==> config.mk <==
export PLATFORM = sky130hd
export DESIGN_NAME = number_to_ascii_formatter_core
export DESIGN_NICKNAME = d
export VERILOG_FILES = /design/src/hw/rtl/n2a_pkg.sv /design/src/hw/rtl/n2a_front.sv /design/src/hw/rtl/n2a_queue.sv /design/src/hw/rtl/n2a_back.sv /design/src/hw/rtl/number_to_ascii_formatter_core.sv
export SDC_FILE = /design/constraint.sdc
export NUM_CORES = 1
export LEC_CHECK = 0
export BUFFER_PORTS_ARGS = -buffer_cell sky130_fd_sc_hd__buf_2
export CORE_ASPECT_RATIO = 0.9
export CORE_MARGIN = 1.5
export CORE_UTILIZATION = 66
export CTS_BUF_LIST = sky130_fd_sc_hd__clkbuf_2
export DETAILED_ROUTE_END_ITERATION = 7
export PLACE_DENSITY_LB_ADDON = 0.15
export SLEW_MARGIN = 20
export SYNTH_ARGS = -nofsm -noshare
export SYNTH_HDL_FRONTEND = slang
export SYNTH_SLANG_ARGS = --single-unit
==> constraint.sdc <==
create_clock -name clk -period 10.4 [get_ports clk]
set_clock_uncertainty 0.1 [all_clocks]
set_input_delay 0.52 -clock clk [delete_from_list [all_inputs] [get_ports clk]]
set_output_delay 0.52 -clock clk [all_outputs]
set_load 0.005 [all_outputs]
==> src/hw/rtl/n2a_pkg.sv <==
// Shared types, constants and helpers of the number-to-ASCII formatter.
package n2a_pkg;

	localparam int VALUE_BITS  = 64;
	localparam int MAX_CHARS   = 20;
	localparam int STORE_DEPTH = 20;
	localparam int QUEUE_DEPTH = 2;

	localparam int BIT_W      = $clog2(VALUE_BITS);
	localparam int DIG_W      = $clog2(STORE_DEPTH);
	localparam int CNT_W      = $clog2(STORE_DEPTH + 1);
	localparam int LEN_W      = $clog2(STORE_DEPTH + 3);
	localparam int QPTR_W     = (QUEUE_DEPTH > 1) ? $clog2(QUEUE_DEPTH) : 1;
	localparam int QCNT_W     = $clog2(QUEUE_DEPTH + 1);

	localparam logic [7:0] CH_ZERO    = 8'h30;
	localparam logic [7:0] CH_NINE    = 8'h39;
	localparam logic [7:0] CH_MINUS   = 8'h2D;
	localparam logic [7:0] CH_LOWER_X = 8'h78;
	localparam logic [7:0] CH_LOWER_A = 8'h61;
	localparam logic [7:0] CH_LOWER_F = 8'h66;
	localparam logic [7:0] CH_UPPER_A = 8'h41;
	localparam logic [7:0] CH_UPPER_F = 8'h46;

	typedef enum logic [1:0] {
		OP_DEC    = 2'd0,
		OP_HEX_LO = 2'd1,
		OP_HEX_UP = 2'd2,
		OP_PTR    = 2'd3
	} op_t;

	typedef enum logic [1:0] {
		B_IDLE = 2'd0,
		B_CONV = 2'd1,
		B_SIZE = 2'd2,
		B_EMIT = 2'd3
	} back_state_t;

	typedef struct packed {
		logic [VALUE_BITS-1:0] mag;
		op_t                   op;
		logic                  neg;
	} job_t;

	function automatic logic [7:0] digit_char(input logic [3:0] d, input logic upper);
		logic [7:0] base;
		base = upper ? CH_UPPER_A : CH_LOWER_A;
		if (d < 4'd10) begin
			return CH_ZERO + {4'b0, d};
		end
		return base + {4'b0, d} - 8'd10;
	endfunction

endpackage

==> src/hw/rtl/n2a_front.sv <==
// Front stage: accept a transfer, fold the sign and register the classified job.
module n2a_front import n2a_pkg::*; (
	input  logic        clk,
	input  logic        arst_n,
	input  logic        in_valid,
	output logic        in_ready,
	input  logic [63:0] value,
	input  logic [1:0]  operation,
	output logic        job_valid,
	input  logic        job_ready,
	output job_t        job
);

	logic                  valid_s1;
	job_t                  job_s1;
	job_t                  job_c;
	logic [VALUE_BITS-1:0] v;

	always_comb begin
		v          = value[VALUE_BITS-1:0];
		job_c.op   = op_t'(operation);
		job_c.neg  = (job_c.op == OP_DEC) && v[VALUE_BITS-1];
		job_c.mag  = job_c.neg ? VALUE_BITS'(~v + 1'b1) : v;
	end

	assign in_ready  = !valid_s1 || job_ready;
	assign job_valid = valid_s1;
	assign job       = job_s1;

	always_ff @(posedge clk or negedge arst_n) begin
		if (!arst_n) begin
			valid_s1 <= 1'b0;
		end else if (in_ready) begin
			valid_s1 <= in_valid;
		end
	end

	always_ff @(posedge clk) begin
		if (in_valid && in_ready) begin
			job_s1 <= job_c;
		end
	end

endmodule

==> src/hw/rtl/n2a_queue.sv <==
// Short job queue between the front stage and the conversion engine.
module n2a_queue import n2a_pkg::*; (
	input  logic clk,
	input  logic arst_n,
	input  logic push_valid,
	output logic push_ready,
	input  job_t push_job,
	output logic pop_valid,
	input  logic pop_ready,
	output job_t pop_job
);

	job_t              mem_q [QUEUE_DEPTH];
	logic [QPTR_W-1:0] wr_ptr_q;
	logic [QPTR_W-1:0] rd_ptr_q;
	logic [QCNT_W-1:0] count_q;
	logic              push;
	logic              pop;

	assign push_ready = (count_q != QCNT_W'(QUEUE_DEPTH));
	assign pop_valid  = (count_q != '0);
	assign pop_job    = mem_q[rd_ptr_q];
	assign push       = push_valid && push_ready;
	assign pop        = pop_valid && pop_ready;

	function automatic logic [QPTR_W-1:0] next_ptr(input logic [QPTR_W-1:0] p);
		if (p == QPTR_W'(QUEUE_DEPTH - 1)) begin
			return '0;
		end
		return p + 1'b1;
	endfunction

	always_ff @(posedge clk or negedge arst_n) begin
		if (!arst_n) begin
			wr_ptr_q <= '0;
			rd_ptr_q <= '0;
			count_q  <= '0;
		end else begin
			if (push) begin
				wr_ptr_q <= next_ptr(wr_ptr_q);
			end
			if (pop) begin
				rd_ptr_q <= next_ptr(rd_ptr_q);
			end
			if (push && !pop) begin
				count_q <= count_q + 1'b1;
			end else if (pop && !push) begin
				count_q <= count_q - 1'b1;
			end
		end
	end

	always_ff @(posedge clk) begin
		if (push) begin
			mem_q[wr_ptr_q] <= push_job;
		end
	end

endmodule

==> src/hw/rtl/n2a_back.sv <==
// Back engine: bit-serial decimal conversion, digit sizing and character output.
module n2a_back import n2a_pkg::*; (
	input  logic       clk,
	input  logic       arst_n,
	input  logic       job_valid,
	output logic       job_ready,
	input  job_t       job,
	output logic       out_valid,
	input  logic       out_ready,
	output logic [7:0] character,
	output logic       last
);

	back_state_t           state_q;
	back_state_t           state_d;
	logic [3:0]            digits_q [STORE_DEPTH];
	logic [3:0]            conv_c [STORE_DEPTH];
	logic [3:0]            hex_c [STORE_DEPTH];
	logic [3:0]            adj [STORE_DEPTH];
	logic [STORE_DEPTH*4-1:0] hpad;
	logic [VALUE_BITS-1:0] shift_q;
	logic [BIT_W-1:0]      bit_cnt_q;
	op_t                   op_q;
	logic                  neg_q;
	logic [CNT_W-1:0]      ndig_c;
	logic [LEN_W-1:0]      ndig_q;
	logic [1:0]            pre_q;
	logic [LEN_W-1:0]      len_c;
	logic [LEN_W-1:0]      len_q;
	logic [LEN_W-1:0]      pos_q;
	logic [LEN_W-1:0]      idx_c;
	logic                  load;
	logic                  conv_done;
	logic                  emit_fire;
	logic                  emit_last;
	logic [7:0]            char_c;
	logic                  out_valid_q;
	logic [7:0]            char_q;
	logic                  last_q;

	assign out_valid = out_valid_q;
	assign character = char_q;
	assign last      = last_q;

	// next state
	always_comb begin
		state_d = state_q;
		case (state_q)
			B_IDLE: begin
				if (job_valid) begin
					state_d = (job.op == OP_DEC) ? B_CONV : B_SIZE;
				end
			end
			B_CONV: begin
				if (conv_done) begin
					state_d = B_SIZE;
				end
			end
			B_SIZE: state_d = B_EMIT;
			B_EMIT: begin
				if (emit_fire && emit_last) begin
					state_d = B_IDLE;
				end
			end
			default: state_d = B_IDLE;
		endcase
	end

	// control and datapath selection
	always_comb begin
		job_ready = (state_q == B_IDLE);
		load      = job_ready && job_valid;
		conv_done = (bit_cnt_q == BIT_W'(VALUE_BITS - 1));
		emit_fire = (state_q == B_EMIT) && (!out_valid_q || out_ready);
		emit_last = (pos_q + 1'b1 == len_q);

		for (int i = 0; i < STORE_DEPTH; i++) begin
			adj[i] = (digits_q[i] >= 4'd5) ? digits_q[i] + 4'd3 : digits_q[i];
		end
		conv_c[0] = {adj[0][2:0], shift_q[VALUE_BITS-1]};
		for (int i = 1; i < STORE_DEPTH; i++) begin
			conv_c[i] = {adj[i][2:0], adj[i-1][3]};
		end

		hpad = (STORE_DEPTH*4)'(job.mag);
		for (int i = 0; i < STORE_DEPTH; i++) begin
			hex_c[i] = hpad[4*i +: 4];
		end

		ndig_c = CNT_W'(1);
		for (int i = 1; i < STORE_DEPTH; i++) begin
			if (digits_q[i] != 4'd0) begin
				ndig_c = CNT_W'(i + 1);
			end
		end
		len_c = LEN_W'(ndig_c) + LEN_W'(pre_q);
		if (len_c > LEN_W'(MAX_CHARS)) begin
			len_c = LEN_W'(MAX_CHARS);
		end

		idx_c = ndig_q + LEN_W'(pre_q) - 1'b1 - pos_q;
		if (pos_q < LEN_W'(pre_q)) begin
			if (neg_q) begin
				char_c = CH_MINUS;
			end else begin
				char_c = (pos_q == '0) ? CH_ZERO : CH_LOWER_X;
			end
		end else begin
			char_c = digit_char(digits_q[idx_c[DIG_W-1:0]], op_q == OP_HEX_UP);
		end
	end

	always_ff @(posedge clk or negedge arst_n) begin
		if (!arst_n) begin
			state_q     <= B_IDLE;
			out_valid_q <= 1'b0;
		end else begin
			state_q <= state_d;
			if (emit_fire) begin
				out_valid_q <= 1'b1;
			end else if (out_ready) begin
				out_valid_q <= 1'b0;
			end
		end
	end

	always_ff @(posedge clk) begin
		if (load) begin
			op_q      <= job.op;
			neg_q     <= job.neg;
			shift_q   <= job.mag;
			bit_cnt_q <= '0;
			for (int i = 0; i < STORE_DEPTH; i++) begin
				digits_q[i] <= (job.op == OP_DEC) ? 4'd0 : hex_c[i];
			end
			case (job.op) inside
				OP_DEC:  pre_q <= {1'b0, job.neg};
				OP_PTR:  pre_q <= 2'd2;
				default: pre_q <= 2'd0;
			endcase
		end
		if (state_q == B_CONV) begin
			shift_q   <= shift_q << 1;
			bit_cnt_q <= bit_cnt_q + 1'b1;
			for (int i = 0; i < STORE_DEPTH; i++) begin
				digits_q[i] <= conv_c[i];
			end
		end
		if (state_q == B_SIZE) begin
			ndig_q <= LEN_W'(ndig_c);
			len_q  <= len_c;
			pos_q  <= '0;
		end
		if (emit_fire) begin
			char_q <= char_c;
			last_q <= emit_last;
			pos_q  <= pos_q + 1'b1;
		end
	end

endmodule

==> src/hw/rtl/number_to_ascii_formatter_core.sv <==
// Top level of the number-to-ASCII formatter.
//
//   channel  dir  tdata                         tuser          tlast
//   s_       in   [63:0] value                  [1:0] operation  -
//   m_       out  [7:0] character               -              last character
//
// Decimal: load, the shift-and-adjust steps of the double-dabble loop over all value bits,
// a sizing step, then one character per cycle while the m_ side is not stalled.
// Hex and pointer: load and sizing with no loop, then one character per cycle while m_ is not stalled.
// A front register and a two-entry job queue take further items while one converts;
// each job passes through the front register and then the queue before the load.
// Reset clears all handshake state; a stalled m_ side holds the current character.
module number_to_ascii_formatter_core import n2a_pkg::*; (
	input  logic        clk,
	input  logic        arst_n,
	input  logic        s_tvalid,
	output logic        s_tready,
	input  logic [63:0] s_tdata,  // [63:0] value
	input  logic [1:0]  s_tuser,  // [1:0] operation
	output logic        m_tvalid,
	input  logic        m_tready,
	output logic [7:0]  m_tdata,  // [7:0] character
	output logic        m_tlast
);

	logic f_valid;
	logic f_ready;
	job_t f_job;
	logic q_valid;
	logic q_ready;
	job_t q_job;

	n2a_front u_front (
		.clk       (clk),
		.arst_n    (arst_n),
		.in_valid  (s_tvalid),
		.in_ready  (s_tready),
		.value     (s_tdata),
		.operation (s_tuser),
		.job_valid (f_valid),
		.job_ready (f_ready),
		.job       (f_job)
	);

	n2a_queue u_queue (
		.clk        (clk),
		.arst_n     (arst_n),
		.push_valid (f_valid),
		.push_ready (f_ready),
		.push_job   (f_job),
		.pop_valid  (q_valid),
		.pop_ready  (q_ready),
		.pop_job    (q_job)
	);

	n2a_back u_back (
		.clk       (clk),
		.arst_n    (arst_n),
		.job_valid (q_valid),
		.job_ready (q_ready),
		.job       (q_job),
		.out_valid (m_tvalid),
		.out_ready (m_tready),
		.character (m_tdata),
		.last      (m_tlast)
	);

endmodule

Word-level counts from Yosys, hierarchy flattened
Memories as Yosys holds them, arrays and structs flattened.
Cells that the tools add are included.
- equality and inequality tests: 11
- multipliers: 0
- shift-type cells: 0
- $lt $le $gt $ge: 23
- add/subtract/negate cells: 34
- bitwise gates (word level): 21
- muxes and demuxes: 115
- divide/modulo/power cells: 0
- reductions and logical operators: 43
- operator list (operator ; count):
    two-way mux 4 bit ; 63
    two-way mux 64 bit ; 3
    >= comparator 4 x 3 -> 1 bit (second input constant) ; 20
    adder 4 x 2 -> 4 bit (second input constant) ; 19
    nonzero test 4 bit ; 19
    adder 64 x 1 -> 64 bit (second input constant) ; 1
    inverter 64 bit ; 1
    two-way mux 5 bit ; 7
    two-way mux 8 bit ; 4
    OR 1 bit ; 20
    two-way mux 1 bit ; 19
    two-way mux 2 bit ; 9
    two-way mux 6 bit ; 3
    two-way mux 3 bit ; 5
    adder 5 x 2 -> 5 bit ; 2
    nonzero test 2 bit ; 5
    adder 8 x 4 -> 8 bit ; 1
    equality test 2 bit (second input constant) ; 4
    logical AND 1 bit ; 8
    case mux 2 bit (4 select lines) ; 1
    subtractor 8 x 4 -> 8 bit (second input constant) ; 1
    adder 6 x 4 -> 7 bit (first input constant) ; 1
    two-way mux 7 bit ; 1
    adder 6 x 1 -> 6 bit (second input constant) ; 1
    20 further kinds ; 29
- input bits: 70
- memory bits (writable): 214
- bits in read-only memories: 0
- logic and storage cells: 270
- memories kept: 2
- flip-flop bits (word level): 174
- bits in latches: 0
- output and inout bits: 11
- memory list (memory ; words ; width ; rd ports ; clocked after Yosys merged registers in ; wr ports ; RTL line ; RTL):
    u_queue.mem_q ; 2 ; 67 ; 1 ; 0 ; 1 ; n2a_queue.sv:13 ; job_t mem_q [QUEUE_DEPTH];
    u_back.digits_q ; 20 ; 4 ; 21 ; 0 ; 20 ; n2a_back.sv:16 ; logic [3:0] digits_q [STORE_DEPTH];

Depth between registers and ports, before layout
Gate-level depths: netlist of the first run.
An unclocked memory read counts as a cell.
- depth in word-level cells: 23
- gate-level depth with buffers: 15
- gate-level depth less buffers: 15

Cells and area by module
Synthesis of the first run repeated with hierarchy kept, for this count alone.
- cell total of the unflattened synthesis: 1510
- area, all modules: 19381.1 um2
- modules (own cells, without submodules) (module ; area an instance (um2) ; cells an instance ; instances ; sequential area each (um2)):
    n2a_back ; 10711.5 ; 994 ; 1 ; 5410.2
    n2a_queue ; 5119.9 ; 227 ; 1 ; 4124.0
    n2a_front ; 3549.7 ; 289 ; 1 ; 2037.0

Worst setup path before layout of the first run
OpenSTA, ideal clock, no wires.
- kind: register -> register
- start: register u_back.state_q[1]
- end: register u_back.bit_cnt_q[0] (enable)
- data arrival time: 4.544 ns
- data required time: 9.765 ns
- buffers on the path: 1
- clock period less this slack: 5.178 ns
- setup slack: 5.222 ns
- stages on the path, launching flop included: 5
- setup time: 0.535 ns
- path through: dfrtp_1 inv_1 ha_1 clkbuf_1 nand2b_1
- longest elaborated chain between the ends: 3
- elaborated cells between the ends (all ways): 4
- classes of those cells: eq/ne (1); reduce/logical (3)
- ends and longest elaborated chain (what ; RTL line ; RTL):
    from (decl) ; n2a_back.sv:14 ; back_state_t state_q;
    from (signal assigned) ; n2a_back.sv:118 ; state_q <= state_d;
    logical NOT 2 bit ; n2a_back.sv:71 ; job_ready = (state_q == B_IDLE);
    logical AND 1 bit ; n2a_back.sv:72 ; load = job_ready && job_valid;
    nonzero test 2 bit (no source line) (*) ; - ;
    to (signal assigned) ; n2a_back.sv:144 ; bit_cnt_q <= bit_cnt_q + 1'b1;
    to (decl) ; n2a_back.sv:22 ; logic [BIT_W-1:0] bit_cnt_q;
Mark *: on every way between the ends. The rest lies on a longest branch, timed or not.
A chain may end at the register's enable or synchronous reset.

==> flow_summary.toml, run 1 <==
[timing]
drv_slew = 0
slew-limit-headroom_pct = 29.8
setup_ws_ns = 6.13
achievable-frequency_mhz = 234
timing_worst_slew_pin_value_ns = 1.04
min_period_over_period_pct = 41.1
final.min_clock_period_ns = 4.27
totalNegativeSetupSlack_ns = 0
rsz0062_at_grt = "no"
final_hold_fails = 0
setup_violations = 0

[clock_network]
numCtsBuffers = 93
cts_buffer_depth = 3
tritoncts_num_sinks = 387
post_cts.resized_instances = 0
cts_hold_buf = 109
worst_skew_pair.late_latency_ns = 0.94
cts_tree = "done"
htree_levels = 3
clock_slew_seen_by_the_registers_of_the_worst_setup_and_hold_paths_ns = 0.11
setup_buffers_after_cts = 0
clockRootBuffer = "clkbuf_2"

[synthesis]
asyncSetResetFlopFracSynth_pct = 2.07
synth_area_um2 = 19300
post-synth-top-count-cell = "edfxtp_1"
avgSynthCellArea_um2 = 12.6
yosysWarningCount = 0
synth.top_cell.area_share_pct = 58.7
dominantRegCellSynth = "edfxtp_1"
synth.area.top_cells = "edfxtp_1 (59%), o31ai_1 (4.9%), mux2i_1 (4.3%)"
yosysUniqueCellTypes = 63
post_synth_inst_count = 1530
synth-edff-count = 378
synth_common_cells = "edfxtp_1 (378), nand2_1 (191), o31ai_1 (126), o21ai_0 (92), mux2i_1 (83)"
synth.net_count = 1665
synth_seq_area_share_pct = 59.8
ys_ff_latch = 387
synth_top_area_cell = "edfxtp_1"

[routing]
drtPass1Iterations = 5
detailedRoute.firstIterationViolations = 1287
route.antenna.remaining_nets = 0
via_per_inst = 5.95
vias = 13257
wl_per_cell_um = 18.9
finalWirelength_um = 42100
route.detailed.drc = 0

[placed_design]
portBuffers = 79
globalplace.congestion = 0.857
placed_inst_area_um2 = 20100
placement_stage_worst_setup_slack_ns = 6.22
post-dp-hpwl_um = 26100

[job]
drv_cap = 0

[power]
p_per_area_nw_per_um2 = 340
worst_ir_drop_vdd_uv = 277
power.static_leakage_uw = 0.00824

[global_route]
grt.total_usage_pct = 28.5
grt_remaining_overflow = 0
first_global_vias = 12838
antenna_violations_before_repair = 1
grt_first_pass_wirelength_um = 66900
grt_max_degree = 102

[floorplanning]
floorplan.core_area_um2 = 28900
width_of_the_chip_um = 183
rows = 59
effective_utilization_at_floorplan_pct = 67.0
design.die.area_um2 = 30300
die-height_um = 165
floorplan.io_pins = 81

[min_path]
hold_path_class = "in2reg"
timing.hold.worst_path_depth = 2

[finish]
share_of_final_layout_standard_cells_stronger_than_drive_strength_1_pct = 16.3
layout.nets = 1896
area_delta_synth_final_pct = 14.1
final_design_area_no_fill_um2 = 22100

[critical_path]
start_kind = "flop"
data_arrival_at_the_endpoint_of_the_critical_path_ns = 4.93
r2r_cells = 15
critical_path.endpoint_type = "flop"
cp_max_fo = 5
timing.setup.critical_path_class = "reg2reg"
critical_path_required_ns = 11.06

[outcome]
status = "finished, final reports clean"
-- path summary, 6_finish.rpt --
check                                            from              endpoint  slack [ns]
worst max-delay path            u_back.digits_q[1][1]       u_back.len_q[1]        6.13
worst min-delay path                       s_tuser[0]        u_front.job[1]        0.23
worst max register to register  u_back.digits_q[1][1]       u_back.len_q[1]        6.13
worst min register to register        u_front.job[16]  u_queue.mem_q[0][16]        0.34
max in group asynchronous                      arst_n      u_queue.rd_ptr_q        9.42
min in group asynchronous                      arst_n      u_queue.wr_ptr_q        0.45
-- sequential cells by signal (all words and copies together) (netlist names), 2 cells and up --
| name | flops |
|---|---|
| u_back.len_q | 5 |
| u_back.ndig_q | 5 |
| u_back.digits_q | 80 |
| u_queue.count_q | 2 |
| u_queue.mem_q | 134 |
| u_back.shift_q | 64 |
| u_front.job | 67 |
| u_back.state_q | 2 |
| u_back.character | 7 |
| u_back.op_q | 2 |
| u_back.bit_cnt_q | 6 |
| u_back.pre_q | 2 |
| u_back.pos_q | 5 |
-- cell usage in the layout, fill, tap and decap left out, drive strengths merged, types with 7 or more instances in the layout --
cell / count
a21oi: 48
and2: 12
buf: 91
clkbuf: 136
clkinv: 23
dfrtp: 8
dlygate4sd3: 109
edfxtp: 378
ha: 61
inv: 74
mux2i: 83
mux4: 20
nand2: 192
nand2b: 45
nand3: 7
nor2: 64
nor3: 16
nor3b: 14
nor4: 7
o21ai: 93
o31ai: 127
o41ai: 7
or3: 9
or3b: 9
or4: 10
xnor2: 65
xor2: 54
-- worst max-delay path, stage by stage (launching register included) --
cell and delay, ns:
edfxtp_1 0.45, inv_1 0.11, ha_1 0.21, or3b_2 0.46, a21oi_1 0.15, o21ai_0 0.11
a21oi_1 0.20, o31ai_1 0.10, a2111oi_0 0.61, ha_1 0.30, inv_1 0.06, fa_1 0.51
nand2_1 0.07, and3_1 0.18, a31o_2 0.22, a211oi_1 0.26
-- kinds of logic after synthesis --
logic type | synth area share [%]
AOI/OAI and AO/OA | 10.2
xor gates and xnor gates | 5.63
adders and majority gates | 4.36
buffers and inverters | 2.59
DFF | 59.8
muxes | 6.86
other | 0.0194
and+or+nand+nor | 10.5
-- cell type report --
class / instances / area (µm²)
diodes: 1 / 2.50
clock buffers: 136 / 681
clock inverters: 30 / 155
fillers: 1740 / 6810
inverters: 68 / 255
multi-input cells: 1011 / 7310
flip-flops and latches: 387 / 11600
well taps: 396 / 495
repair buffers: 200 / 1580
-- metal layers --
layer	up-vias	global-route usage (%)	wire length, µm
met5	-	0	0
met4	0	11.3	1200
met3	108	5.94	3310
met2	623	44.7	19400
met1	6325	39.6	18200
li1	6201	-	-
-- stage by stage --
stage / instances / total power (µW) / hold WS, ns / util (%)
floorplan: 1530 / 5590 / 0.124 / -
global placement: 1953 / 6310 / 0.279 / 69.7
detailed placement: 1953 / 6460 / 0.288 / 69.7
CTS: 2228 / 7480 / 0.127 / 76.4
global route: 2229 / 8030 / 0.194 / 76.4
finish: 2229 / 7490 / 0.230 / 76.4
-- report_power, final --
group	switching [µW]	leakage [µW]	internal, µW
combinational	2010	0.00390	1430
sequential	418	0.00371	2660
clock	617	0.000638	362
total	3040	0.00824	4450
Power figures use the tool's default switching activity.
==> run 2, diff against run 1 <==
--- a/config.mk
+++ b/config.mk
@@ -8,7 +8,7 @@
 export BUFFER_PORTS_ARGS = -buffer_cell sky130_fd_sc_hd__buf_2
 export CORE_ASPECT_RATIO = 0.9
 export CORE_MARGIN = 1.5
-export CORE_UTILIZATION = 66
+export CORE_UTILIZATION = 64
 export CTS_BUF_LIST = sky130_fd_sc_hd__clkbuf_2
 export DETAILED_ROUTE_END_ITERATION = 7
 export PLACE_DENSITY_LB_ADDON = 0.15
==> constraint.sdc (replaced) <==
create_clock -name clk -period 4.2 [get_ports clk]
set_clock_uncertainty 0.1 [all_clocks]
set_input_delay 0.21 -clock clk [delete_from_list [all_inputs] [get_ports clk]]
set_output_delay 0.21 -clock clk [all_outputs]
set_load 0.005 [all_outputs]
==> flow_summary.toml, run 2 (synthesis gave the netlist of run 1 again) <==
[clock_network]
clock_slew_seen_by_the_registers_of_the_worst_setup_and_hold_paths_ns = 0.12
clockRootBuffer = "clkbuf_2"
numCtsBuffers = 95
tritoncts_num_sinks = 387
cts_buffer_depth = 3
htree_levels = 3
worst_skew_pair.late_latency_ns = 0.95
cts_tree = "done"

[timing]
final.min_clock_period_ns = 4.05
timing_worst_slew_pin_value_ns = 1.10
final_hold_fails = 0
hold-worst-slack_ns = 0.102
min_period_over_period_pct = 96.5
setup_violations = 0
totalNegativeSetupSlack_ns = 0
drv_slew = 0
slew-limit-headroom_pct = 26.5
achievable-frequency_mhz = 247

[global_route]
grt_max_degree = 257
first_global_vias = 13447
grt_remaining_overflow = 0
global_route.usage.met3_pct = 5.36
global_route.usage.met2_pct = 47.1
grt-busiest-layer = "met2"
grt.total_usage_pct = 30.0
gr_layer_usage_met1_pct = 41.8
antenna_violations_before_repair = 1
grt_first_pass_wirelength_um = 71800

[placed_design]
portBuffers = 79
post-dp-hpwl_um = 25900
globalplace.congestion = 0.839
placed_inst_area_um2 = 20200

[critical_path]
critical_path.startpoint = "u_back.digits_q[1][0]"
start_kind = "flop"
crit_family = "compound AO/OA/AOI/OAI gates"
cp_num_buf_inv = 2
critical_path_required_ns = 4.84
critical_path.endpoint_type = "flop"
crit_chain = "inv_1 > ha_2 > or3b_2 > a21oi_1 > o21ai_0 > a21oi_1 > o31ai_1 > a2111oi_2 > ha_1 > inv_1 > fa_1 > nand2_1 > and3_1 > a31o_2 > a211oi_1"
data_arrival_at_the_endpoint_of_the_critical_path_ns = 4.70
timing.setup.critical_path_class = "reg2reg"
cp_max_fo = 5
worst_path_largest_cell_delay_ns = 0.52
crit-reg2reg-launch = "u_back.digits_q[1][0]"
slowest_stage = "fa_1"

[power]
worst_ir_drop_vdd_uv = 680
p_per_area_nw_per_um2 = 834
power.static_leakage_uw = 0.00855

[floorplanning]
width_of_the_chip_um = 186
design.die.area_um2 = 31300
effective_utilization_at_floorplan_pct = 64.9
die-height_um = 168
floorplan.core_area_um2 = 29800
floorplan.io_pins = 81
rows = 60

[routing]
detailedRoute.firstIterationViolations = 1403
route.antenna.remaining_nets = 0
vias = 13647
drtPass1Iterations = 5
via_per_inst = 5.93
wl_per_cell_um = 19.9
finalWirelength_um = 45700
route.detailed.drc = 0

[finish]
final_util_pct = 76.3
layout_commonest_cell = "edfxtp_1"
final_design_area_no_fill_um2 = 22700
top_register = "u_queue.mem_q"
layout.nets = 1958
layout_common_cells = "edfxtp_1 (378), nand2_1 (191), dlygate4sd3_1 (159)"
area_delta_synth_final_pct = 17.5
largest_reg_flops = 134
share_of_final_layout_standard_cells_stronger_than_drive_strength_1_pct = 16.8

[min_path]
worst_hold_startpoint = "s_tdata[18]"
hold_path_class = "in2reg"

[job]
drv_cap = 0

[outcome]
status = "finished, final reports clean"
[run 2: final timing paths]
path                                   endpoint  slack, ns  depth (start not counted)
min in group asynchronous     u_back.state_q[0]       0.23                          3
max reg2reg                     u_back.len_q[0]       0.15                         15
max in group asynchronous      u_queue.rd_ptr_q       3.38                          3
max                             u_back.len_q[0]       0.15                         15
min                             u_front.job[21]       0.10                          3
min reg2reg                u_queue.mem_q[0][34]       0.34                          0
[run 2: final cells by class]
cell class	instances	area (µm²)
timing repair buffer	260	2190
inverter	68	255
antenna	1	2.50
clock buffer	146	731
clock inverter	24	144
sequential	387	11600
fill	1811	7080
tap	403	504
multi-input combinational	1011	7320
[run 2: where the power goes]
group | total (µW) | leakage (µW) | internal (µW) | switching, µW
Combinational | 8780 | 0.00417 | 3720 | 5050
Sequential | 7620 | 0.00371 | 6570 | 1050
Clock | 2560 | 0.000672 | 996 | 1560
Total | 18900 | 0.00855 | 11300 | 7660
[run 2: per-stage QoR]
stage	power (µW)	cells	setup slack, ns
2_1_floorplan	13800	1530	0.176
4_1_cts	18800	2295	0.0521
3_5_place_dp	16100	1966	0.106
5_1_grt	20200	2300	-0.0415
3_3_place_gp	15800	1966	0.186
6_report	18900	2300	0.145
[run 2: tightest hold or removal path, delay by kind of cell]
family                    cells  cell delay (ns)
buffers and inverters         2             0.68
xor gates and xnor gates      1             0.08
[run 2: what timing repair did]
item | in CTS | in global routing
hold buffers | 159 | 0
endpoints found under the hold margin | 114 | 0
setup endpoints to repair | 0 | 3
gates resized for setup | 0 | 4
setup buffers | 0 | 4
[run 2: routing by layer]
layer / up-vias / wire length [µm]
li1: 6325 / -
met2: 686 / 21200
met3: 137 / 3410
met1: 6499 / 19600
met4: 0 / 1510
met5: - / 0
